### src/design/tlvsfr_pkg.sv
// ----------------------------------------------------------------------------
// tlvsfr_pkg
// shared types, constants and the crc byte update for the tlv frame receiver
// ----------------------------------------------------------------------------
package tlvsfr_pkg;

  // payload store size in bytes
  localparam int MaxPayload = 64;
  localparam int AddrW      = (MaxPayload > 1) ? $clog2(MaxPayload) : 1;
  localparam int IdxW       = $clog2(MaxPayload + 1);

  localparam int CfgIdxW = 2;

  localparam logic [7:0]  SyncFirstRst  = 8'hA5;
  localparam logic [7:0]  SyncSecondRst = 8'h5A;
  localparam logic [15:0] CrcPoly       = 16'h1021;
  localparam logic [15:0] CrcInit       = 16'hFFFF;
  localparam logic [15:0] CrcMsb        = 16'h8000;

  localparam logic [CfgIdxW-1:0] RegSyncFirst  = CfgIdxW'(0);
  localparam logic [CfgIdxW-1:0] RegSyncSecond = CfgIdxW'(1);

  typedef enum logic [1:0] {
    STAT_GOOD    = 2'd0,
    STAT_CRC_ERR = 2'd1,
    STAT_LEN_ERR = 2'd2
  } status_e;

  typedef enum logic [1:0] {
    SRC_LEN_ERR = 2'd0,
    SRC_CRC_ERR = 2'd1,
    SRC_EMPTY   = 2'd2,
    SRC_PAYLOAD = 2'd3
  } out_src_e;

  // controller to datapath
  typedef struct packed {
    logic     crc_init;
    logic     crc_upd;
    logic     tag_load;
    logic     len_load;
    logic     crch_load;
    logic     idx_clear;
    logic     idx_inc;
    logic     ram_we;
    logic     ram_re;
    logic [1:0] drop_add;
    logic     good_inc;
    logic     crcerr_inc;
    logic     out_load;
    out_src_e out_src;
  } ctrl_cmd_t;

  // datapath to controller
  typedef struct packed {
    logic sync1_hit;
    logic sync2_hit;
    logic len_big;
    logic byte_zero;
    logic len_hold_zero;
    logic data_done;
    logic crc_ok;
    logic rd_last;
    logic out_free;
  } dp_status_t;

  // crc-16/ccitt-false, one byte, msb first
  function automatic logic [15:0] crc_step(input logic [15:0] c, input logic [7:0] b);
    logic [15:0] r;
    r = c ^ {b, 8'h00};
    for (int k = 0; k < 8; k++) begin
      if ((r & CrcMsb) != 16'h0000) begin
        r = {r[14:0], 1'b0} ^ CrcPoly;
      end else begin
        r = {r[14:0], 1'b0};
      end
    end
    return r;
  endfunction

endpackage

### src/design/tlvsfr_ram.sv
// ----------------------------------------------------------------------------
// tlvsfr_ram
// generic single write port ram with one registered read port
// ----------------------------------------------------------------------------
module tlvsfr_ram #(
  parameter int Width = 8,
  parameter int Depth = 64
) (
  input  logic                                          clk_i,
  input  logic                                          we_i,
  input  logic [((Depth > 1) ? $clog2(Depth) : 1)-1:0]  waddr_i,
  input  logic [Width-1:0]                              wdata_i,
  input  logic                                          re_i,
  input  logic [((Depth > 1) ? $clog2(Depth) : 1)-1:0]  raddr_i,
  output logic [Width-1:0]                              rdata_o
);

  logic [Width-1:0] mem_q [Depth];
  logic [Width-1:0] rdata_q;

  always_ff @(posedge clk_i) begin
    if (we_i) begin
      mem_q[waddr_i] <= wdata_i;
    end
    if (re_i) begin
      rdata_q <= mem_q[raddr_i];
    end
  end

  assign rdata_o = rdata_q;

endmodule

### src/design/tlvsfr_ctrl.sv
// ----------------------------------------------------------------------------
// tlvsfr_ctrl
// frame phase state machine, issues datapath commands per byte
// ----------------------------------------------------------------------------
module tlvsfr_ctrl import tlvsfr_pkg::*; (
  input  logic       clk_i,
  input  logic       rst_ni,
  input  logic       in_valid_i,
  output logic       in_ready_o,
  input  dp_status_t status_i,
  output ctrl_cmd_t  cmd_o
);

  typedef enum logic [8:0] {
    ST_HUNT  = 9'b000000001,
    ST_SYNC2 = 9'b000000010,
    ST_TAG   = 9'b000000100,
    ST_LEN   = 9'b000001000,
    ST_DATA  = 9'b000010000,
    ST_CRCH  = 9'b000100000,
    ST_CRCL  = 9'b001000000,
    ST_RD    = 9'b010000000,
    ST_LOAD  = 9'b100000000
  } state_e;

  state_e state_q, state_d;
  logic   fire;

  assign fire = in_valid_i && in_ready_o;

  always_comb begin
    state_d    = state_q;
    cmd_o      = '0;
    cmd_o.out_src = SRC_EMPTY;
    in_ready_o = 1'b0;
    unique case (state_q)
      ST_HUNT: begin
        in_ready_o = 1'b1;
        if (fire) begin
          if (status_i.sync1_hit) begin
            state_d = ST_SYNC2;
          end else begin
            cmd_o.drop_add = 2'd1;
          end
        end
      end
      ST_SYNC2: begin
        in_ready_o = 1'b1;
        if (fire) begin
          priority if (status_i.sync2_hit) begin
            cmd_o.crc_init = 1'b1;
            state_d        = ST_TAG;
          end else if (status_i.sync1_hit) begin
            cmd_o.drop_add = 2'd1;
          end else begin
            cmd_o.drop_add = 2'd2;
            state_d        = ST_HUNT;
          end
        end
      end
      ST_TAG: begin
        in_ready_o = 1'b1;
        if (fire) begin
          cmd_o.tag_load = 1'b1;
          cmd_o.crc_upd  = 1'b1;
          state_d        = ST_LEN;
        end
      end
      ST_LEN: begin
        // may emit a length error, so needs a free output slot
        in_ready_o = status_i.out_free;
        if (fire) begin
          cmd_o.len_load  = 1'b1;
          cmd_o.idx_clear = 1'b1;
          cmd_o.crc_upd   = 1'b1;
          priority if (status_i.len_big) begin
            cmd_o.out_load = 1'b1;
            cmd_o.out_src  = SRC_LEN_ERR;
            state_d        = ST_HUNT;
          end else if (status_i.byte_zero) begin
            state_d = ST_CRCH;
          end else begin
            state_d = ST_DATA;
          end
        end
      end
      ST_DATA: begin
        in_ready_o = 1'b1;
        if (fire) begin
          cmd_o.ram_we  = 1'b1;
          cmd_o.crc_upd = 1'b1;
          cmd_o.idx_inc = 1'b1;
          if (status_i.data_done) begin
            state_d = ST_CRCH;
          end
        end
      end
      ST_CRCH: begin
        in_ready_o = 1'b1;
        if (fire) begin
          cmd_o.crch_load = 1'b1;
          state_d         = ST_CRCL;
        end
      end
      ST_CRCL: begin
        in_ready_o = status_i.out_free;
        if (fire) begin
          priority if (!status_i.crc_ok) begin
            cmd_o.crcerr_inc = 1'b1;
            cmd_o.out_load   = 1'b1;
            cmd_o.out_src    = SRC_CRC_ERR;
            state_d          = ST_HUNT;
          end else if (status_i.len_hold_zero) begin
            cmd_o.good_inc = 1'b1;
            cmd_o.out_load = 1'b1;
            cmd_o.out_src  = SRC_EMPTY;
            state_d        = ST_HUNT;
          end else begin
            cmd_o.good_inc  = 1'b1;
            cmd_o.idx_clear = 1'b1;
            state_d         = ST_RD;
          end
        end
      end
      ST_RD: begin
        cmd_o.ram_re = 1'b1;
        state_d      = ST_LOAD;
      end
      ST_LOAD: begin
        if (status_i.out_free) begin
          cmd_o.out_load = 1'b1;
          cmd_o.out_src  = SRC_PAYLOAD;
          cmd_o.idx_inc  = 1'b1;
          state_d        = status_i.rd_last ? ST_HUNT : ST_RD;
        end
      end
      default: begin
        state_d = ST_HUNT;
      end
    endcase
  end

  always_ff @(posedge clk_i or negedge rst_ni) begin
    if (!rst_ni) begin
      state_q <= ST_HUNT;
    end else begin
      state_q <= state_d;
    end
  end

  // no input taken while the store is read out
  a_no_input_in_readout: assert property (@(posedge clk_i) disable iff (!rst_ni)
    in_ready_o |-> !(state_q == ST_RD || state_q == ST_LOAD))
    else $error("input ready during payload read-out");

  // every read issue is followed by its load step
  a_rd_then_load: assert property (@(posedge clk_i) disable iff (!rst_ni)
    (state_q == ST_RD) |=> (state_q == ST_LOAD))
    else $error("read issue not followed by load");

endmodule

### src/design/tlvsfr_dp.sv
// ----------------------------------------------------------------------------
// tlvsfr_dp
// datapath: sync registers, crc, frame holds, counters, store, output register
// ----------------------------------------------------------------------------
module tlvsfr_dp import tlvsfr_pkg::*; (
  input  logic               clk_i,
  input  logic               rst_ni,
  input  logic               cfg_valid_i,
  input  logic [CfgIdxW-1:0] cfg_index_i,
  input  logic [7:0]         cfg_data_i,
  input  logic [7:0]         rx_byte_i,
  input  ctrl_cmd_t          cmd_i,
  output dp_status_t         status_o,
  input  logic               out_ready_i,
  output logic               out_valid_o,
  output logic [1:0]         status_field_o,
  output logic [7:0]         frame_tag_o,
  output logic [7:0]         frame_length_o,
  output logic               has_payload_o,
  output logic [7:0]         payload_byte_o,
  output logic [5:0]         payload_index_o,
  output logic               last_o,
  output logic [31:0]        good_frames_o,
  output logic [31:0]        crc_failures_o,
  output logic [31:0]        dropped_bytes_o
);

  logic [7:0]      sync_first_q, sync_second_q;
  logic [7:0]      tag_q, tag_d;
  logic [7:0]      len_q, len_d;
  logic [IdxW-1:0] idx_q, idx_d;
  logic [15:0]     crc_q, crc_d;
  logic [7:0]      crch_q;
  logic [31:0]     good_q, good_d;
  logic [31:0]     crcerr_q, crcerr_d;
  logic [31:0]     drop_q, drop_d;
  logic [7:0]      ram_rdata;
  logic [7:0]      idx_next;

  // output register
  logic        ovalid_q;
  status_e     ostat_q;
  logic [7:0]  otag_q, olen_q, obyte_q;
  logic        ohas_q, olast_q;
  logic [5:0]  oidx_q;
  logic [31:0] ogood_q, ocrc_q, odrop_q;

  always_ff @(posedge clk_i or negedge rst_ni) begin
    if (!rst_ni) begin
      sync_first_q  <= SyncFirstRst;
      sync_second_q <= SyncSecondRst;
    end else if (cfg_valid_i) begin
      if (cfg_index_i == RegSyncFirst) begin
        sync_first_q <= cfg_data_i;
      end
      if (cfg_index_i == RegSyncSecond) begin
        sync_second_q <= cfg_data_i;
      end
    end
  end

  assign idx_next = 8'(idx_q) + 8'd1;

  always_comb begin
    tag_d    = cmd_i.tag_load ? rx_byte_i : tag_q;
    len_d    = cmd_i.len_load ? rx_byte_i : len_q;
    idx_d    = idx_q;
    if (cmd_i.idx_clear) begin
      idx_d = '0;
    end else if (cmd_i.idx_inc) begin
      idx_d = idx_q + IdxW'(1);
    end
    crc_d    = crc_q;
    if (cmd_i.crc_init) begin
      crc_d = CrcInit;
    end else if (cmd_i.crc_upd) begin
      crc_d = crc_step(crc_q, rx_byte_i);
    end
    good_d   = good_q + 32'(cmd_i.good_inc);
    crcerr_d = crcerr_q + 32'(cmd_i.crcerr_inc);
    drop_d   = drop_q + 32'(cmd_i.drop_add);
  end

  always_ff @(posedge clk_i or negedge rst_ni) begin
    if (!rst_ni) begin
      tag_q    <= '0;
      len_q    <= '0;
      idx_q    <= '0;
      crc_q    <= CrcInit;
      crch_q   <= '0;
      good_q   <= '0;
      crcerr_q <= '0;
      drop_q   <= '0;
    end else begin
      tag_q    <= tag_d;
      len_q    <= len_d;
      idx_q    <= idx_d;
      crc_q    <= crc_d;
      good_q   <= good_d;
      crcerr_q <= crcerr_d;
      drop_q   <= drop_d;
      if (cmd_i.crch_load) begin
        crch_q <= rx_byte_i;
      end
    end
  end

  tlvsfr_ram #(
    .Width (8),
    .Depth (MaxPayload)
  ) u_store (
    .clk_i   (clk_i),
    .we_i    (cmd_i.ram_we),
    .waddr_i (idx_q[AddrW-1:0]),
    .wdata_i (rx_byte_i),
    .re_i    (cmd_i.ram_re),
    .raddr_i (idx_q[AddrW-1:0]),
    .rdata_o (ram_rdata)
  );

  assign status_o.sync1_hit     = (rx_byte_i == sync_first_q);
  assign status_o.sync2_hit     = (rx_byte_i == sync_second_q);
  assign status_o.len_big       = (rx_byte_i > 8'(MaxPayload));
  assign status_o.byte_zero     = (rx_byte_i == 8'd0);
  assign status_o.len_hold_zero = (len_q == 8'd0);
  assign status_o.data_done     = (idx_next >= len_q);
  assign status_o.crc_ok        = ({crch_q, rx_byte_i} == crc_q);
  assign status_o.rd_last       = (idx_next == len_q);
  assign status_o.out_free      = !ovalid_q || out_ready_i;

  always_ff @(posedge clk_i or negedge rst_ni) begin
    if (!rst_ni) begin
      ovalid_q <= 1'b0;
    end else if (cmd_i.out_load) begin
      ovalid_q <= 1'b1;
    end else if (out_ready_i) begin
      ovalid_q <= 1'b0;
    end
  end

  always_ff @(posedge clk_i) begin
    if (cmd_i.out_load) begin
      otag_q  <= tag_d;
      olen_q  <= len_d;
      ogood_q <= good_d;
      ocrc_q  <= crcerr_d;
      odrop_q <= drop_d;
      ohas_q  <= 1'b0;
      obyte_q <= 8'd0;
      oidx_q  <= 6'd0;
      olast_q <= 1'b1;
      unique case (cmd_i.out_src)
        SRC_LEN_ERR: ostat_q <= STAT_LEN_ERR;
        SRC_CRC_ERR: ostat_q <= STAT_CRC_ERR;
        SRC_EMPTY:   ostat_q <= STAT_GOOD;
        SRC_PAYLOAD: begin
          ostat_q <= STAT_GOOD;
          ohas_q  <= 1'b1;
          obyte_q <= ram_rdata;
          oidx_q  <= 6'(idx_q);
          olast_q <= status_o.rd_last;
        end
        default: ostat_q <= STAT_GOOD;
      endcase
    end
  end

  assign out_valid_o     = ovalid_q;
  assign status_field_o  = ostat_q;
  assign frame_tag_o     = otag_q;
  assign frame_length_o  = olen_q;
  assign has_payload_o   = ohas_q;
  assign payload_byte_o  = obyte_q;
  assign payload_index_o = oidx_q;
  assign last_o          = olast_q;
  assign good_frames_o   = ogood_q;
  assign crc_failures_o  = ocrc_q;
  assign dropped_bytes_o = odrop_q;

  // a pending result is never overwritten
  a_no_overwrite: assert property (@(posedge clk_i) disable iff (!rst_ni)
    cmd_i.out_load |-> (!ovalid_q || out_ready_i))
    else $error("output register overwritten");

  // payload writes stay inside the store
  a_store_bound: assert property (@(posedge clk_i) disable iff (!rst_ni)
    cmd_i.ram_we |-> (idx_q < IdxW'(MaxPayload)))
    else $error("payload store overrun");

endmodule

### src/design/tlv_stream_frame_receiver.sv
// ----------------------------------------------------------------------------
// tlv_stream_frame_receiver
// sync hunt, tlv frame parse with crc-16/ccitt-false check, payload read-out
// ----------------------------------------------------------------------------
//
// channel  direction  handshake                 payload
// -------  ---------  ------------------------  ---------------------------------
// cfg      in         cfg_valid_i/cfg_ready_o   cfg_index_i, cfg_data_i
// in       in         in_valid_i/in_ready_o     rx_byte_i
// out      out        out_valid_o/out_ready_i   status_o .. dropped_bytes_o
//
// header, payload and crc bytes are taken one beat per cycle
// the length byte and the low crc byte wait for a free output register
// a good frame with payload is read out of the store beat by beat, each
//   beat a read issue, then a load; input held off until the last beat loads
// reset is asynchronous, active low; the store needs no clearing
// a stalled output holds its beat; config writes are always taken
//
module tlv_stream_frame_receiver import tlvsfr_pkg::*; (
  input  logic               clk_i,
  input  logic               rst_ni,
  // config write
  input  logic               cfg_valid_i,
  output logic               cfg_ready_o,
  input  logic [CfgIdxW-1:0] cfg_index_i,
  input  logic [7:0]         cfg_data_i,
  // received bytes
  input  logic               in_valid_i,
  output logic               in_ready_o,
  input  logic [7:0]         rx_byte_i,
  // results
  output logic               out_valid_o,
  input  logic               out_ready_i,
  output logic [1:0]         status_o,
  output logic [7:0]         frame_tag_o,
  output logic [7:0]         frame_length_o,
  output logic               has_payload_o,
  output logic [7:0]         payload_byte_o,
  output logic [5:0]         payload_index_o,
  output logic               last_o,
  output logic [31:0]        good_frames_o,
  output logic [31:0]        crc_failures_o,
  output logic [31:0]        dropped_bytes_o
);

  ctrl_cmd_t  cmd;
  dp_status_t dp_status;

  // registers are plain flops, a write lands every beat
  assign cfg_ready_o = 1'b1;

  // phase sequencing and read-out control
  tlvsfr_ctrl u_ctrl (
    .clk_i      (clk_i),
    .rst_ni     (rst_ni),
    .in_valid_i (in_valid_i),
    .in_ready_o (in_ready_o),
    .status_i   (dp_status),
    .cmd_o      (cmd)
  );

  // crc, holds, counters, payload store and the output register
  tlvsfr_dp u_dp (
    .clk_i           (clk_i),
    .rst_ni          (rst_ni),
    .cfg_valid_i     (cfg_valid_i),
    .cfg_index_i     (cfg_index_i),
    .cfg_data_i      (cfg_data_i),
    .rx_byte_i       (rx_byte_i),
    .cmd_i           (cmd),
    .status_o        (dp_status),
    .out_ready_i     (out_ready_i),
    .out_valid_o     (out_valid_o),
    .status_field_o  (status_o),
    .frame_tag_o     (frame_tag_o),
    .frame_length_o  (frame_length_o),
    .has_payload_o   (has_payload_o),
    .payload_byte_o  (payload_byte_o),
    .payload_index_o (payload_index_o),
    .last_o          (last_o),
    .good_frames_o   (good_frames_o),
    .crc_failures_o  (crc_failures_o),
    .dropped_bytes_o (dropped_bytes_o)
  );

endmodule
### config.mk
export PLATFORM = sky130hd
export DESIGN_NAME = tlv_stream_frame_receiver
export DESIGN_NICKNAME = d
export VERILOG_FILES = /design/src/design/tlvsfr_pkg.sv /design/src/design/tlvsfr_ram.sv /design/src/design/tlvsfr_ctrl.sv /design/src/design/tlvsfr_dp.sv /design/src/design/tlv_stream_frame_receiver.sv
export SDC_FILE = /design/constraint.sdc
export NUM_CORES = 1
export LEC_CHECK = 0
export BUFFER_PORTS_ARGS = -buffer_cell sky130_fd_sc_hd__buf_2
export CAP_MARGIN = 5
export CORE_AREA = 3 3 248 250
export DETAILED_ROUTE_END_ITERATION = 10
export DIE_AREA = 0 0 251 253
export PLACE_DENSITY = 0.75
export SETUP_SLACK_MARGIN = 0.15
export SLEW_MARGIN = 5
export SYNTH_ARGS = -nofsm -noshare
export SYNTH_HDL_FRONTEND = slang
export SYNTH_HIERARCHICAL = 1
export SYNTH_SLANG_ARGS = --single-unit
### constraint.sdc
create_clock -name clk_i -period 11.9 [get_ports clk_i]
set_input_delay 0 -clock clk_i [delete_from_list [all_inputs] [get_ports clk_i]]
set_output_delay 0 -clock clk_i [all_outputs]
set_load 0.05 [all_outputs]
After elaboration in Yosys (flattened, before gate mapping)
Memory sizes are Yosys's and may differ from the RTL's. A register that Yosys moved wholly into a read port is not among the register bits.
Cells that the tools add are included.

operators by class
  mux-type cells = 86
  add/subtract/negate cells = 5
  reductions and logical operators = 17
  equality and inequality tests = 28
  multipliers = 0
  bitwise logic cells = 9
  magnitude comparators = 2
  divide/modulo/power cells = 0
  shifts and indexed selects = 0

operators by type and width
  operator                                                                  number
  16-bit two-way mux                                                        16
  9-bit two-way mux                                                         12
  13-bit two-way mux                                                        8
  9-bit one-hot mux with 9 select lines                                     1
  32-bit by 1-bit adder with 32-bit output                                  2
  8-bit two-way mux                                                         5
  32-bit by 2-bit adder with 32-bit output                                  1
  8-bit == test                                                             3
  3-bit NOT                                                                 8
  1-bit two-way mux                                                         21
  16-bit == test                                                            1
  8-bit zero test                                                           2
  16-bit bitwise XOR                                                        1
  3-bit two-way mux                                                         5
  7-bit two-way mux                                                         2
  2-bit by 1-bit inequality test with 1-bit output (second input constant)  7
  2-bit two-way mux                                                         6
  6-bit two-way mux                                                         2
  11-bit AND reduction                                                      1
  9-bit by 1-bit == test with 1-bit output (second input constant)          1
  9-bit by 2-bit == test with 1-bit output (second input constant)          1
  9-bit by 3-bit == test with 1-bit output (second input constant)          1
  9-bit by 4-bit == test with 1-bit output (second input constant)          1
  9-bit by 5-bit == test with 1-bit output (second input constant)          1
  25 further kinds                                                          38

word-level totals
  register bits after elaboration = 299
  bits in read-only memories = 0
  latch bits = 0
  bits in writable memories = 512
  output and inout port bits = 133
  bits of input ports = 23
  memories = 1
  logic and storage cells = 170

memories
  name                words  bits a word  read ports  clocked after memory_dff  write ports  RTL line          text
  u_dp.u_store.mem_q  64     8            1           1                         1            tlvsfr_ram.sv:18  logic [Width-1:0] mem_q [Depth];

Logic depth before layout (Yosys ltp)
Gate-level depths: netlist (run 1).

  word-level depth = 36
  mapped depth = 14

Hierarchy
Netlist (run 1), hierarchy kept.

modules (own cells, without submodules)
  module                     area each (um^2)  times used  seq. area each (um^2)  cells each
  tlvsfr_ram                 20246.9           1           15615.0                940
  tlvsfr_dp                  11608.6           1           7937.6                 813
  tlvsfr_ctrl                802.0             1           226.5                  98
  tlv_stream_frame_receiver  11.3              1           0.0                    2

Least setup slack after synthesis (run 1)
No wires, ideal clock.

  path type = flip-flop to flip-flop
  from = register u_ctrl.state_q[8]
  to = register u_dp.ocrc_q[0], in the netlist u_dp/crc_failures_o[0] (enable)
  arrival time = 10.974 ns
  buffers on the path = 0
  library setup time = 0.800 ns
  data required time = 11.100 ns
  stages on the path, launching flop included = 7
  clock period less this slack = 11.774 ns
  setup slack = 0.126 ns
  path through = dfrtp_1 nor3_1 nand2_1 o31ai_1 a21o_1 nand2_1 o21ai_0

RTL lines
  item                    RTL line            text
  start, declared         tlvsfr_ctrl.sv:26   state_e state_q, state_d;
  start signal, assigned  tlvsfr_ctrl.sv:147  state_q <= state_d;
  end signal, assigned    tlvsfr_dp.sv:146    ocrc_q <= crcerr_d;
  end, declared           tlvsfr_dp.sv:46     logic [31:0] ogood_q, ocrc_q, odrop_q;

==> metrics.csv, run 1 <==
stage;metric;value;unit
cts;cts_setup_buffers;0;
route;routed-via-count;17553;
floorplanning;start_util;55.14;%
logic_synthesis;synth_area;32670;um2
logic_synthesis;synth.yosys.seq_area_share;72.79;%
place;gp_congestion;0.9255;
setup_path;cp.required;12.35;ns
cts;clock_latency;0.63;ns
setup_path;cp_max_fo;45;
logic_synthesis;ys_async_sr_fraction;20.63;%
floorplanning;dieWidth;251;um
global_route;grt_max_degree;94;
sta;skew;0.02235;ns
cts;clock_path_buffers;3;
cts;cts_buffers;82;
setup_path;rr_endpoint;u_dp/u_store/mem_q[15][1];
power;ir_drop;0.1908;mV
route;vias_per_cell;6.036;
cts;hold_buffers;19;
cells_and_area;area.growth.synth_to_final;13.88;%
run_status;status;completed;
cts;cts.clk_slew.worst_paths;0.06;ns
power;combPwrFrac;4.0;%
floorplanning;io_pins;156;
floorplanning;dieArea;63500;um2
logic_synthesis;synth_edf_count;650;
sta;finalCritPeriodShare;37.48;%
power;p_switching;0.001243;W
sta;drv_slew;0;
logic_synthesis;netlist.area_leader.share;59.75;%
route;avgRoutedWirePerCell;24.28;um
logic_synthesis;synth_cell_type_count;81;
cts;root_buffer;clkbuf_16;
logic_synthesis;synthCells;1853;
logic_synthesis;synthFlopType;edfxtp_1;
sta;worst_pin_slew;1.243;ns
global_route;overflow;0;
route;antenna_left;0;
logic_synthesis;ys_ff_latch;819;
setup_path;arrival;4.91;ns
global_route;grt_usage;22.50;%
sta;rsz0062_at_grt;false;
cells_and_area;nNetsFinal;2105;
floorplanning;placementRows;89;
global_route;grt_pass1_vias;17994;
sta;fin_crit;4.461;ns
power;powerDensity;162.3;nW/um2
sta;fmax;224.2;MHz
power;p_leak;12.69;nW
sta;relSlewSlack;14.98;%
logic_synthesis;syn_avg_cell_area;17.63;um2
cts;cts_tree;built;
route;drt-initial-drc-count;1788;
power;swShare;20.60;%
floorplanning;coreArea;59240;um2
power;pwr-share-seq;52.4;%
cts;cts_sinks;819;
place;place_ws;7.350;ns
setup_path;crit_path_start_kind;input port;
place;port_buffers;154;
setup_path;ff2ff_path_depth;4;
setup_path;endpoint_kind;flop;
sta;setup_tns;0;ns
setup_path;critical_path_class;in -> reg;
route;first_pass_iters;6;
logic_synthesis;synthTopCellsByArea;edfxtp_1 60%, dfrtp_1 11%, mux4_2 8.7%, xnor2_1 3.0%, dfstp_2 2.0%;
logic_synthesis;yosysWarningCount;6;
sta;hold_viol;0;
logic_synthesis;yosys.area.top_type;edfxtp_1;
setup_path;r2r_start;u_dp/idx_q[0];
place;hpwl;43560;um
job;drv_cap;0;
power;clockPowerShare;43.7;%
cells_and_area;nFillCells;4110;
sta;finalWorstSetupSlack;7.439;ns
logic_synthesis;mappedNetlistNets;1892;
global_route;grt_pass1_wl;109000;um
cells_and_area;drive_above_1_share;25.63;%
floorplanning;die_y;253;um
cts;cts_resized;0;
global_route;grt_antenna_before_repair;1;
route;drc;0;
power;p_int;0.004793;W
sta;setup_violations;0;
route;routed_wl;70600;um
setup_path;r2r_setup_slack;7.54;ns
worst_hold_path;hold_path.class;in -> async;
cts;ctsHtreeMaxLevel;3;
[power by group through the flow]
stage               sequential, W  clock [W]  combinational (W)
floorplan                 0.00321          0           0.000152
global placement          0.00322          0           0.000229
detailed placement        0.00322          0           0.000236
CTS                       0.00316    0.00268           0.000243
global route              0.00316    0.00280           0.000267
finish                    0.00316    0.00264           0.000240
[cell type report]
| class | instances | area (um2) | share of cell area [%] |
|---|---|---|---|
| antenna | 1 | 2.502 | 0.006727 |
| clock buffer | 101 | 2175 | 5.845 |
| clock inverter | 51 | 593.1 | 1.594 |
| inverter | 24 | 90.09 | 0.2422 |
| multi-input combinational | 937 | 8398 | 22.57 |
| sequential | 819 | 23790 | 63.95 |
| tap | 773 | 967.2 | 2.600 |
| timing repair buffer | 202 | 1185 | 3.185 |
[cell families (layout without fill, tap and decap cells)]
group | count (synthesis) | in the layout | share of synthesized area (%)
xor gates and xnor gates | 159 | 159 | 4.263
adders and majority gates | 16 | 16 | 0.6358
AOI/OAI and AO/OA | 113 | 113 | 2.378
buffers and inverters | 97 | 378 | 1.540
DFF | 819 | 819 | 72.79
and+or+nand+nor | 448 | 448 | 7.227
other | 1 | 2 | 0.01148
muxes | 200 | 200 | 11.16
[cell usage in the layout (no fill, tap or decap), types with 9 or more instances in the layout]
cell / netlist / final
clkbuf_16: 0 / 83
nand4_1: 34 / 34
o21ai_0: 24 / 23
nand2b_1: 11 / 11
dfrtp_1: 144 / 140
buf_4: 14 / 29
bufinv_16: 0 / 12
clkbuf_1: 29 / 15
dlygate4sd3_1: 0 / 19
nand3_1: 53 / 53
edfxtp_1: 650 / 650
mux4_2: 126 / 126
ha_1: 15 / 15
nor3_1: 23 / 23
a21oi_1: 22 / 22
nand2_1: 72 / 72
inv_1: 24 / 24
o22ai_1: 9 / 9
nor2b_1: 23 / 23
xor2_1: 48 / 48
mux2_2: 46 / 46
and3_1: 30 / 30
dfstp_2: 25 / 25
mux2i_1: 24 / 24
clkinv_1: 0 / 11
nor2_1: 141 / 141
clkinv_2: 0 / 17
xnor2_1: 111 / 111
buf_2: 19 / 153
[registers in the layout, indices dropped and copies added (netlist names), 2 cells and up]
register / count
u_dp/payload_index_o: 6
u_dp/crc_q: 16
u_dp/tag_q: 8
u_dp/drop_q: 32
u_dp/frame_tag_o: 8
u_dp/good_q: 32
u_dp/good_frames_o: 32
u_ctrl/state_q: 9
u_dp/payload_byte_o: 8
u_dp/crch_q: 8
u_dp/idx_q: 7
u_dp/u_store/mem_q: 512
u_dp/status_field_o: 2
u_dp/frame_length_o: 8
u_dp/u_store/rdata_o: 8
u_dp/sync_second_q: 8
u_dp/crcerr_q: 32
u_dp/len_q: 8
u_dp/sync_first_q: 8
u_dp/crc_failures_o: 32
u_dp/dropped_bytes_o: 32
[worst max path at each step]
| stage | start | end | slack [ns] | depth (start not counted) |
|---|---|---|---|---|
| after floorplan | u_ctrl/state_q[8] | u_dp/crc_failures_o[0] | 3.66 | 6 |
| after detailed placement | rx_byte_i[7] | u_dp/dropped_bytes_o[12] | 7.35 | 15 |
| after CTS | rx_byte_i[0] | u_dp/dropped_bytes_o[12] | 7.45 | 16 |
| after global placement | rx_byte_i[7] | u_dp/dropped_bytes_o[12] | 7.46 | 15 |
| final | rx_byte_i[0] | u_dp/dropped_bytes_o[12] | 7.44 | 16 |
| after global routing | rx_byte_i[0] | u_dp/dropped_bytes_o[12] | 7.10 | 16 |
[Yosys cell counts (4+ instances only)]
master	instances
nor3_1	23
a21oi_1	22
nor2_1	141
nand2b_1	11
and4_1	6
o221ai_1	8
nand3_1	53
nand4_1	34
edfxtp_1	650
nand3b_1	5
dfrtp_1	144
a221oi_1	6
nand2_1	72
and3_1	30
dfstp_2	25
a211oi_1	4
mux2_2	46
buf_4	14
buf_2	19
o22ai_1	9
nor4_1	8
nor2b_1	23
mux4_2	126
a211o_1	4
buf_1	5
inv_1	24
buf_6	4
or2_2	4
xnor2_1	111
mux2i_1	24
o21ai_0	24
ha_1	15
clkbuf_1	29
xor2_1	48
[worst max-delay path, cell delays in order]
cell and delay (ns):
dlygate4sd3_1 0.53, buf_2 0.42, buf_4 0.55, xnor2_1 0.20, nand4_1 0.12, nor2_1 0.38, nor4b_1 0.32, nor2_1 0.12
nor4_1 0.33, ha_1 0.24, inv_1 0.05, fa_1 0.42, nor2_1 0.46, and3_1 0.30, and4_2 0.25, xor2_1 0.20
[routing by layer]
metal	vias up	share of wire (%)	GRT usage, %
met5	-	0	0
met4	0	2.4	6.000
met3	124	8.1	4.622
met2	781	49	37.21
met1	9045	40	31.01
li1	7603	-	-
[stage by stage]
step           utilization [%]  total power, W  instances  area, um2  hold WS, ns
4_1_cts                  62.79        0.006087       2907      37200      0.01428
3_5_place_dp             57.80        0.003454       2736      34240       0.1453
2_1_floorplan                -        0.003364       1853      32670      -0.2956
6_report                 62.80        0.006036       2908      37200      0.01839
5_1_grt                  62.79        0.006226       2907      37200      0.04184
3_3_place_gp             57.80        0.003447       2736      34240       0.1288
Power figures use the tool's default switching activity.
==> run 2: changes to the inputs <==
--- a/config.mk
+++ b/config.mk
@@ -5,12 +5,13 @@
 export SDC_FILE = /design/constraint.sdc
 export NUM_CORES = 1
 export LEC_CHECK = 0
+export ABC_AREA = 1
 export BUFFER_PORTS_ARGS = -buffer_cell sky130_fd_sc_hd__buf_2
 export CAP_MARGIN = 5
-export CORE_AREA = 3 3 248 250
+export CORE_AREA = 3 3 246 248
 export DETAILED_ROUTE_END_ITERATION = 10
-export DIE_AREA = 0 0 251 253
-export PLACE_DENSITY = 0.75
+export DIE_AREA = 0 0 249 251
+export PLACE_DENSITY = 0.78
 export SETUP_SLACK_MARGIN = 0.15
 export SLEW_MARGIN = 5
 export SYNTH_ARGS = -nofsm -noshare
==> constraint.sdc (replaced) <==
create_clock -name clk_i -period 4.2 [get_ports clk_i]
set_input_delay 0 -clock clk_i [delete_from_list [all_inputs] [get_ports clk_i]]
set_output_delay 0 -clock clk_i [all_outputs]
set_load 0.05 [all_outputs]
==> run 2 against run 1 <==
  * The run now ends with negative hold slack left
  * Power grew to 3.0 times the previous value
  * Register-to-register slack lost 6.8 ns
  * First-iteration DRC count grew 42%
  * Combinational power rose to 7.0 times the previous value
  * Synthesized area grew 7.4%
  * Clock-buffer cell count decreased by 2
  * Routed wire length rose by 22%
  * Die area decreased by 1.6%
  * Core utilization rose by 5.2 points
  * Global-route usage grew 5.0 points
  * Sequential share of layout area decreased by 4.3 points
  * Via count up 41%
  * Largest power group unchanged
==> metrics.csv, run 2 <==
stage;metric;value;unit;change
floorplanning;io_pins;156;;unchanged
cells_and_area;largest_register_ff_count;512;;unchanged
sta;worst_pin_slew;1.242;ns;-0.001161 ns
logic_synthesis;synth_edf_count;650;;unchanged
global_route;overflow;0;;unchanged
run_status;status;complete, but fails checks;;
cells_and_area;diodes;0;;-1
logic_synthesis;mappedNetlistNets;3270;;+73%
logic_synthesis;yosys.area.top_type;edfxtp_1;;
floorplanning;dieWidth;249;um;-0.80%
cts;cts_setup_buffers;0;;unchanged
logic_synthesis;yosysWarningCount;6;;unchanged
sta;fmax;291.9;MHz;
sta;hold_ws;-0.009911;ns;-0.02830 ns
setup_path;crit_chain;buf_4 -> buf_4 -> nand2_1 -> nand3_1 -> nand3_1 -> nand2_1 -> nand2_1 -> nand3_1 -> nand3_1 -> nand2_1;;
global_route;grt_max_degree;105;;+12%
route;avgRoutedWirePerCell;19.93;um;-18%
sta;drv_slew;0;;unchanged
cts;cts_resized;0;;unchanged
cts;cts.clk_slew.worst_paths;0.06;ns;about the same
setup_path;endpoint_kind;flop;;
cells_and_area;drive_above_1_share;13.89;%;-12 points
route;routed_wl;85880;um;+22%
cells_and_area;layout_commonest_cell;nand2_1;;
setup_path;cp.required;4.67;ns;-7.68 ns
sta;relSlewSlack;16.90;%;+1.9 points
floorplanning;start_util;59.79;%;+4.6 points
logic_synthesis;synthTopCellsByArea;edfxtp_1 56%, nand2_1 12%, dfrtp_1 10%, nand3_1 6.9%, nor2_1 2.5%;;
sta;fin_crit;3.426;ns;
route;vias_per_cell;5.754;;-4.7%
setup_path;ff2ff_path_depth;10;;+6
sta;hold_viol;8;;+8
place;gp_congestion;0.9434;;+1.9%
cts;ctsHtreeMaxLevel;3;;unchanged
cts;cts_tree;built;;
setup_path;crit_path_start_kind;flop;;
logic_synthesis;synthFlopType;edfxtp_1;;
setup_path;arrival;3.89;ns;-1.02 ns
cts;cts_sinks;819;;unchanged
setup_path;cp_max_fo;64;;+42%
logic_synthesis;ys_async_sr_fraction;20.63;%;unchanged
cells_and_area;area.growth.synth_to_final;13.65;%;
cells_and_area;nNetsFinal;3507;;+67%
logic_synthesis;netlist_top_cells_count;1085 x nand2_1, 650 x edfxtp_1, 481 x nand3_1;;
floorplanning;placementRows;89;;unchanged
sta;finalCritPeriodShare;81.57;%;
setup_path;critical_path_class;reg -> reg;;
place;port_buffers;154;;unchanged
route;first_pass_iters;6;;unchanged
global_route;grt_usage;27.51;%;+5.0 points
cts;root_buffer;clkbuf_16;;
logic_synthesis;ys_ff_latch;819;;unchanged
route;antenna_left;0;;unchanged
sta;setup_tns;0;ns;unchanged
job;drv_cap;0;;unchanged
logic_synthesis;netlist.area_leader.share;55.63;%;-4.1 points
logic_synthesis;synth_cell_type_count;48;;-41%
power;powerDensity;459.6;nW/um2;+180%
sta;setup_violations;0;;unchanged
cts;cts_buffers;81;;-1.2%
sta;skew;0.03020;ns;+0.007850 ns
cells_and_area;top_register;u_dp/u_store/mem_q;;
floorplanning;coreArea;58690;um2;-0.94%
global_route;grt_pass1_wl;135000;um;+24%
setup_path;crit_cells;10;;-6
logic_synthesis;syn_avg_cell_area;10.86;um2;-38%
setup_path;cp_top_family;buffers and inverters;;
global_route;grt_antenna_before_repair;0;;-1
logic_synthesis;yosysMostFrequentCell;nand2_1;;
power;ir_drop;0.4339;mV;+130%
power;p_leak;15.47;nW;+22%
power;totalPowerFinal;0.01833;W;+200%
cells_and_area;final_util;67.95;%;+5.2 points
floorplanning;dieArea;62500;um2;-1.6%
global_route;grt_pass1_vias;24406;;+36%
route;routed-via-count;24790;;+41%
route;drt-initial-drc-count;2540;;+42%
cells_and_area;nFillCells;4110;;unchanged
place;hpwl;54450;um;+25%
logic_synthesis;synth_area;35090;um2;+7.4%
sta;rsz0062_at_grt;false;;
setup_path;critPathMaxStageDelay;0.87;ns;+0.32 ns
logic_synthesis;synthCells;3231;;+74%
logic_synthesis;synth.yosys.seq_area_share;67.77;%;-5.0 points
setup_path;cp_num_buf_inv;2;;-2
cells_and_area;final_cell_mix;1084 x nand2_1, 650 x edfxtp_1, 481 x nand3_1, 238 x nor2_1, 153 x buf_2;;
route;drc;0;;unchanged
floorplanning;die_y;251;um;-0.79%
worst_hold_path;hold_path.class;in -> async;;
cts;clock_path_buffers;3;;unchanged
run_status;violations;negative hold slack;;
setup_path;critPathSlowestCell;dfrtp_4;;
cts;clock_latency;0.64;ns;about the same
cts;hold_buffers;25;;+6
run 2: changes by cell type after synthesis, moves of 28 or more:
cell / previous run / this run
nand2_1: 72 / 1085
nand3_1: 53 / 481
mux4_2: 126 / 0
inv_1: 24 / 145
nor2_1: 141 / 238
xnor2_1: 111 / 46
mux2_2: 46 / 0
buf_6: 4 / 37
and3_1: 30 / 2
run 2: kinds of logic (layout without fill, tap and decap cells):
| logic type | after synthesis | in the layout | share of synthesized area (%) |
|---|---|---|---|
| XOR/XNOR | 85 | 85 | 2.122 |
| flip-flops | 819 | 819 | 67.77 |
| AO/OA/AOI/OAI | 82 | 82 | 1.305 |
| other | 1 | 1 | 0.01069 |
| AND/OR/NAND/NOR | 1944 | 1944 | 23.95 |
| adder cells (fa/ha/maj) | 16 | 16 | 0.5919 |
| buffers and inverters | 284 | 588 | 4.250 |
run 2: per-layer routing:
| layer | vias to the layer above | GRT usage [%] | part of all wire [%] |
|---|---|---|---|
| li1 | 11399 | - | - |
| met1 | 11929 | 37.10 | 39 |
| met2 | 1275 | 45.67 | 49 |
| met3 | 187 | 4.428 | 8.8 |
| met4 | 0 | 10.44 | 3.2 |
| met5 | - | 0 | 0 |
run 2: worst register-to-register path, cell delays in order, from the launching register on:
cell     delay [ns]
dfrtp_4        0.87
buf_4          0.64
buf_4          0.65
nand2_1        0.15
nand3_1        0.12
nand3_1        0.12
nand2_1        0.16
nand2_1        0.06
nand3_1        0.15
nand3_1        0.17
nand2_1        0.18
run 2: report_power, final:
part           leakage [nW]  internal, W  switching (W)
Sequential             7.85      0.00887       0.000104
Clock                  1.37      0.00459        0.00308
Combinational          6.24     0.000470        0.00121
Total                  15.5       0.0139        0.00440
run 2: final timing paths:
kind	start	end	slack (ns)
setup / recovery	u_dp/idx_q[0]	u_dp/u_store/rdata_o[5]	0.77
hold / removal	rst_ni	u_dp/good_q[23]	-0.01
setup reg to reg	u_dp/idx_q[0]	u_dp/u_store/rdata_o[5]	0.77
hold reg to reg	u_dp/idx_q[6]	u_dp/idx_q[6]	0.49
max in group asynchronous	rst_ni	u_dp/crc_q[6]	3.03
min in group clk_i	cfg_index_i[0]	u_dp/sync_second_q[1]	0.05
run 2: area by class of cell:
cell class                 count  area (um2)  share of cell area, %
sequential                   819       23790                  59.65
multi-input combinational   2128        9834                  24.66
clock buffer                  99        2178                  5.462
timing repair buffer         285        1861                  4.666
tap                          773       967.2                  2.425
clock inverter                51       664.4                  1.666
inverter                     153       585.6                  1.468
run 2: metrics by stage:
stage / cell area (um2) / instances / setup slack (ns)
floorplan: 35090 / 3231 / 0.6451
global route: 39880 / 4308 / 0.5645
finish: 39880 / 4308 / 0.7739
CTS: 39880 / 4308 / 0.8438
detailed placement: 36790 / 4133 / 0.8766
global placement: 36790 / 4133 / 0.9442
==> run 3: changes to the inputs <==
==> constraint.sdc (replaced) <==
create_clock -name clk_i -period 3.3 [get_ports clk_i]
set_input_delay 0 -clock clk_i [delete_from_list [all_inputs] [get_ports clk_i]]
set_output_delay 0 -clock clk_i [all_outputs]
set_load 0.05 [all_outputs]
==> run 3 against run 2 <==
  * The flow now finishes without violations
  * Worst hold slack gained 0.031 ns
  * Core utilization grew 0.54 points
  * Non-clock buffer count grew 36
  * Cell count grew 0.95%
  * Fmax grew 13%
  * Routed wire length shrank 1.3%
  * Clock power grew 20%
  * Clock-buffer cell count grew 15
  * Via count grew 0.75%
  * Critical path depth grew 7
  * Die area is the same
  * Combinational power grew 34%
==> metrics.csv, run 3 (synthesis gave the netlist of run 2 again) <==
stage;metric;value;unit;change
run_status;status;completed;;
floorplanning;dieWidth;249;um;unchanged
setup_path;cp_top_family;simple AND/OR/NAND/NOR gates;;
route;routed-via-count;24975;;+0.75%
setup_path;crit_path_start_kind;flop;;
setup_path;critPathMaxStageDelay;0.43;ns;-0.44 ns
cts;clock_path_buffers;3;;unchanged
cts;clock_latency;0.62;ns;-0.02 ns
power;p_leak;15.64;nW;+1.1%
sta;rsz0062_at_grt;false;;
worst_hold_path;hold_path.class;in -> async;;
power;swShare;24.23;%;+0.23 points
setup_path;endpoint_kind;flop;;
cells_and_area;drive_above_1_share;15.30;%;+1.4 points
sta;fmax;328.5;MHz;+13%
sta;setup_violations;0;;unchanged
power;p_switching;0.005549;W;+26%
route;antenna_left;0;;unchanged
power;clockPowerShare;40.4;%;-1.4 points
sta;relSlewSlack;23.25;%;+6.3 points
cts;cts_buffers;83;;+2.5%
setup_path;cp_common_cell;nor2_4;;
global_route;grt_antenna_before_repair;1;;+1
power;ir_drop;0.4633;mV;+6.8%
cts;cts.clk_slew.worst_paths;0.06;ns;about the same
floorplanning;die_y;251;um;unchanged
cells_and_area;nNetsFinal;3545;;+1.1%
global_route;grt_max_degree;165;;+57%
global_route;grt_pass1_wl;133200;um;-1.3%
cts;cts_tree;built;;
sta;worst_pin_slew;1.150;ns;-0.09193 ns
cells_and_area;final_util;68.49;%;+0.54 points
cells_and_area;final_cell_mix;1082 x nand2_1, 650 x edfxtp_1, 480 x nand3_1, 229 x nor2_1, 153 x buf_2;;
setup_path;critical_path_class;reg -> reg;;
place;numPlacedInstances;4158;;+0.60%
floorplanning;dieArea;62500;um2;unchanged
global_route;grt_usage;26.89;%;-0.62 points
setup_path;cp_max_fo;8;;-88%
sta;finalCritPeriodShare;92.24;%;+11 points
cts;root_buffer;clkbuf_16;;
power;pwr-share-seq;49.8;%;+0.8 points
setup_path;arrival;3.41;ns;-0.48 ns
route;vias_per_cell;5.743;;-0.20%
sta;setup_tns;0;ns;unchanged
route;routed_wl;84800;um;-1.3%
route;drt-initial-drc-count;2694;;+6.1%
sta;skew;0.01350;ns;-0.01670 ns
route;first_pass_iters;6;;unchanged
setup_path;cp_num_buf_inv;0;;-2
route;avgRoutedWirePerCell;19.50;um;-2.2%
setup_path;cp.required;3.66;ns;-1.01 ns
setup_path;critPathSlowestCell;dfrtp_2;;
sta;fin_crit;3.044;ns;-0.3820 ns
job;drv_cap;0;;unchanged
floorplanning;start_util;59.79;%;unchanged
cts;cts_sinks;819;;unchanged
global_route;grt_pass1_vias;24411;;+0.020%
floorplanning;coreArea;58690;um2;unchanged
sta;drv_slew;0;;unchanged
floorplanning;placementRows;89;;unchanged
sta;hold_viol;0;;-8
cells_and_area;largest_register_ff_count;512;;unchanged
power;p_int;0.01735;W;+25%
power;combPwrFrac;9.8;%;+0.6 points
setup_path;crit_chain;nor2_4 -> nand2_2 -> nor2_4 -> nand2_4 -> nand2_2 -> nand2_2 -> nand3_4 -> nand3_2 -> nor2_4 -> ha_2 -> ha_2 -> nand3_2 -> nor2_4 -> and3_1 -> nand2_1 -> nand2_1 -> nand2_1;;
place;gp_congestion;0.9683;;+2.6%
route;drc;0;;unchanged
power;powerDensity;569.7;nW/um2;+24%
cells_and_area;final_cells;4349;;+0.95%
cts;ctsHtreeMaxLevel;3;;unchanged
cells_and_area;layout_commonest_cell;nand2_1;;
cells_and_area;area.growth.synth_to_final;14.56;%;
place;hpwl;53350;um;-2.0%
cells_and_area;top_register;u_dp/u_store/mem_q;;
floorplanning;io_pins;156;;unchanged
global_route;overflow;0;;unchanged
place;port_buffers;154;;unchanged
run 3: cell count changes in the layout (fill, tap and decap cells not counted), moves of 3 or more:
cell / before / now
buf_4: 103 / 135
bufinv_16: 14 / 5
nor2_1: 238 / 229
clkbuf_1: 13 / 19
clkbuf_8: 2 / 8
clkinv_2: 13 / 19
clkinvlp_4: 8 / 2
nor2_2: 15 / 21
buf_12: 3 / 7
ha_1: 15 / 11
clkbuf_16: 84 / 87
nor2_4: 10 / 13
nor3_2: 5 / 2
nor3_4: 0 / 3
run 3: power groups by stage:
stage / Combinational, W / Clock (W) / Sequential, W
after global placement: 0.00206 / 0 / 0.0116
after global routing: 0.00246 / 0.00980 / 0.0114
after CTS: 0.00218 / 0.00939 / 0.0114
after floorplan: 0.00151 / 0 / 0.0116
final: 0.00225 / 0.00924 / 0.0114
after detailed placement: 0.00212 / 0 / 0.0116
run 3: what timing repair did:
| item | CTS | global route |
|---|---|---|
| endpoints found under the hold margin | 152 | 0 |
| hold buffers | 25 | 0 |
| setup endpoints to repair | 20 | 86 |
| resized for setup | 8 | 25 |
| buffers inserted | 0 | 11 |
| pin swaps | 0 | 5 |
run 3: metrics by stage:
stage | hold slack [ns] | power, W | cell area, um2 | setup slack, ns
detailed placement | 0.1485 | 0.01373 | 37020 | 0.06723
global route | 0.1015 | 0.02368 | 40190 | 0.09478
floorplan | -0.2956 | 0.01310 | 35100 | 0.005166
global placement | 0.1262 | 0.01366 | 37020 | 0.09573
CTS | 0.05908 | 0.02298 | 40020 | 0.1665
finish | 0.02097 | 0.02290 | 40200 | 0.2559
run 3: layout make-up:
cell class	count	area (um2)
inverter	153	585.6
clock inverter	40	350.3
antenna	1	2.502
fill	4093	18490
timing repair buffer	321	2181
clock buffer	114	2359
multi-input combinational	2128	9961
tap	773	967.2
sequential	819	23790
run 3: metal layers:
layer  global-route usage (%)  up-vias  share of wire [%]
met5                        0        -                  0
met4                    11.14        0                3.9
met3                    4.345      227                8.5
met2                    44.55     1228                 49
met1                    35.92    12023                 39
li1                         -    11497                  -
run 3: worst register-to-register path, cell delays in order, from the launching register on:
cell	delay [ns]
dfrtp_2	0.43
nor2_4	0.14
nand2_2	0.11
nor2_4	0.19
nand2_4	0.11
nand2_2	0.09
nand2_2	0.06
nand3_4	0.13
nand3_2	0.12
nor2_4	0.18
ha_2	0.24
ha_2	0.22
nand3_2	0.15
nor2_4	0.15
and3_1	0.24
nand2_1	0.09
nand2_1	0.06
nand2_1	0.08
run 3: worst paths after layout:
path | startpoint | to | slack, ns | cells past startpoint
max | u_ctrl/state_q[5] | u_dp/crc_failures_o[30] | 0.26 | 17
min | rst_ni | u_dp/good_q[16] | 0.02 | 2
max reg2reg | u_ctrl/state_q[5] | u_dp/crc_failures_o[30] | 0.26 | 17
min reg2reg | u_dp/crcerr_q[31] | u_dp/crcerr_q[31] | 0.49 | 2
max in group asynchronous | rst_ni | u_dp/crc_q[11] | 2.28 | 3
min in group clk_i | cfg_data_i[6] | u_dp/sync_second_q[6] | 0.22 | 4
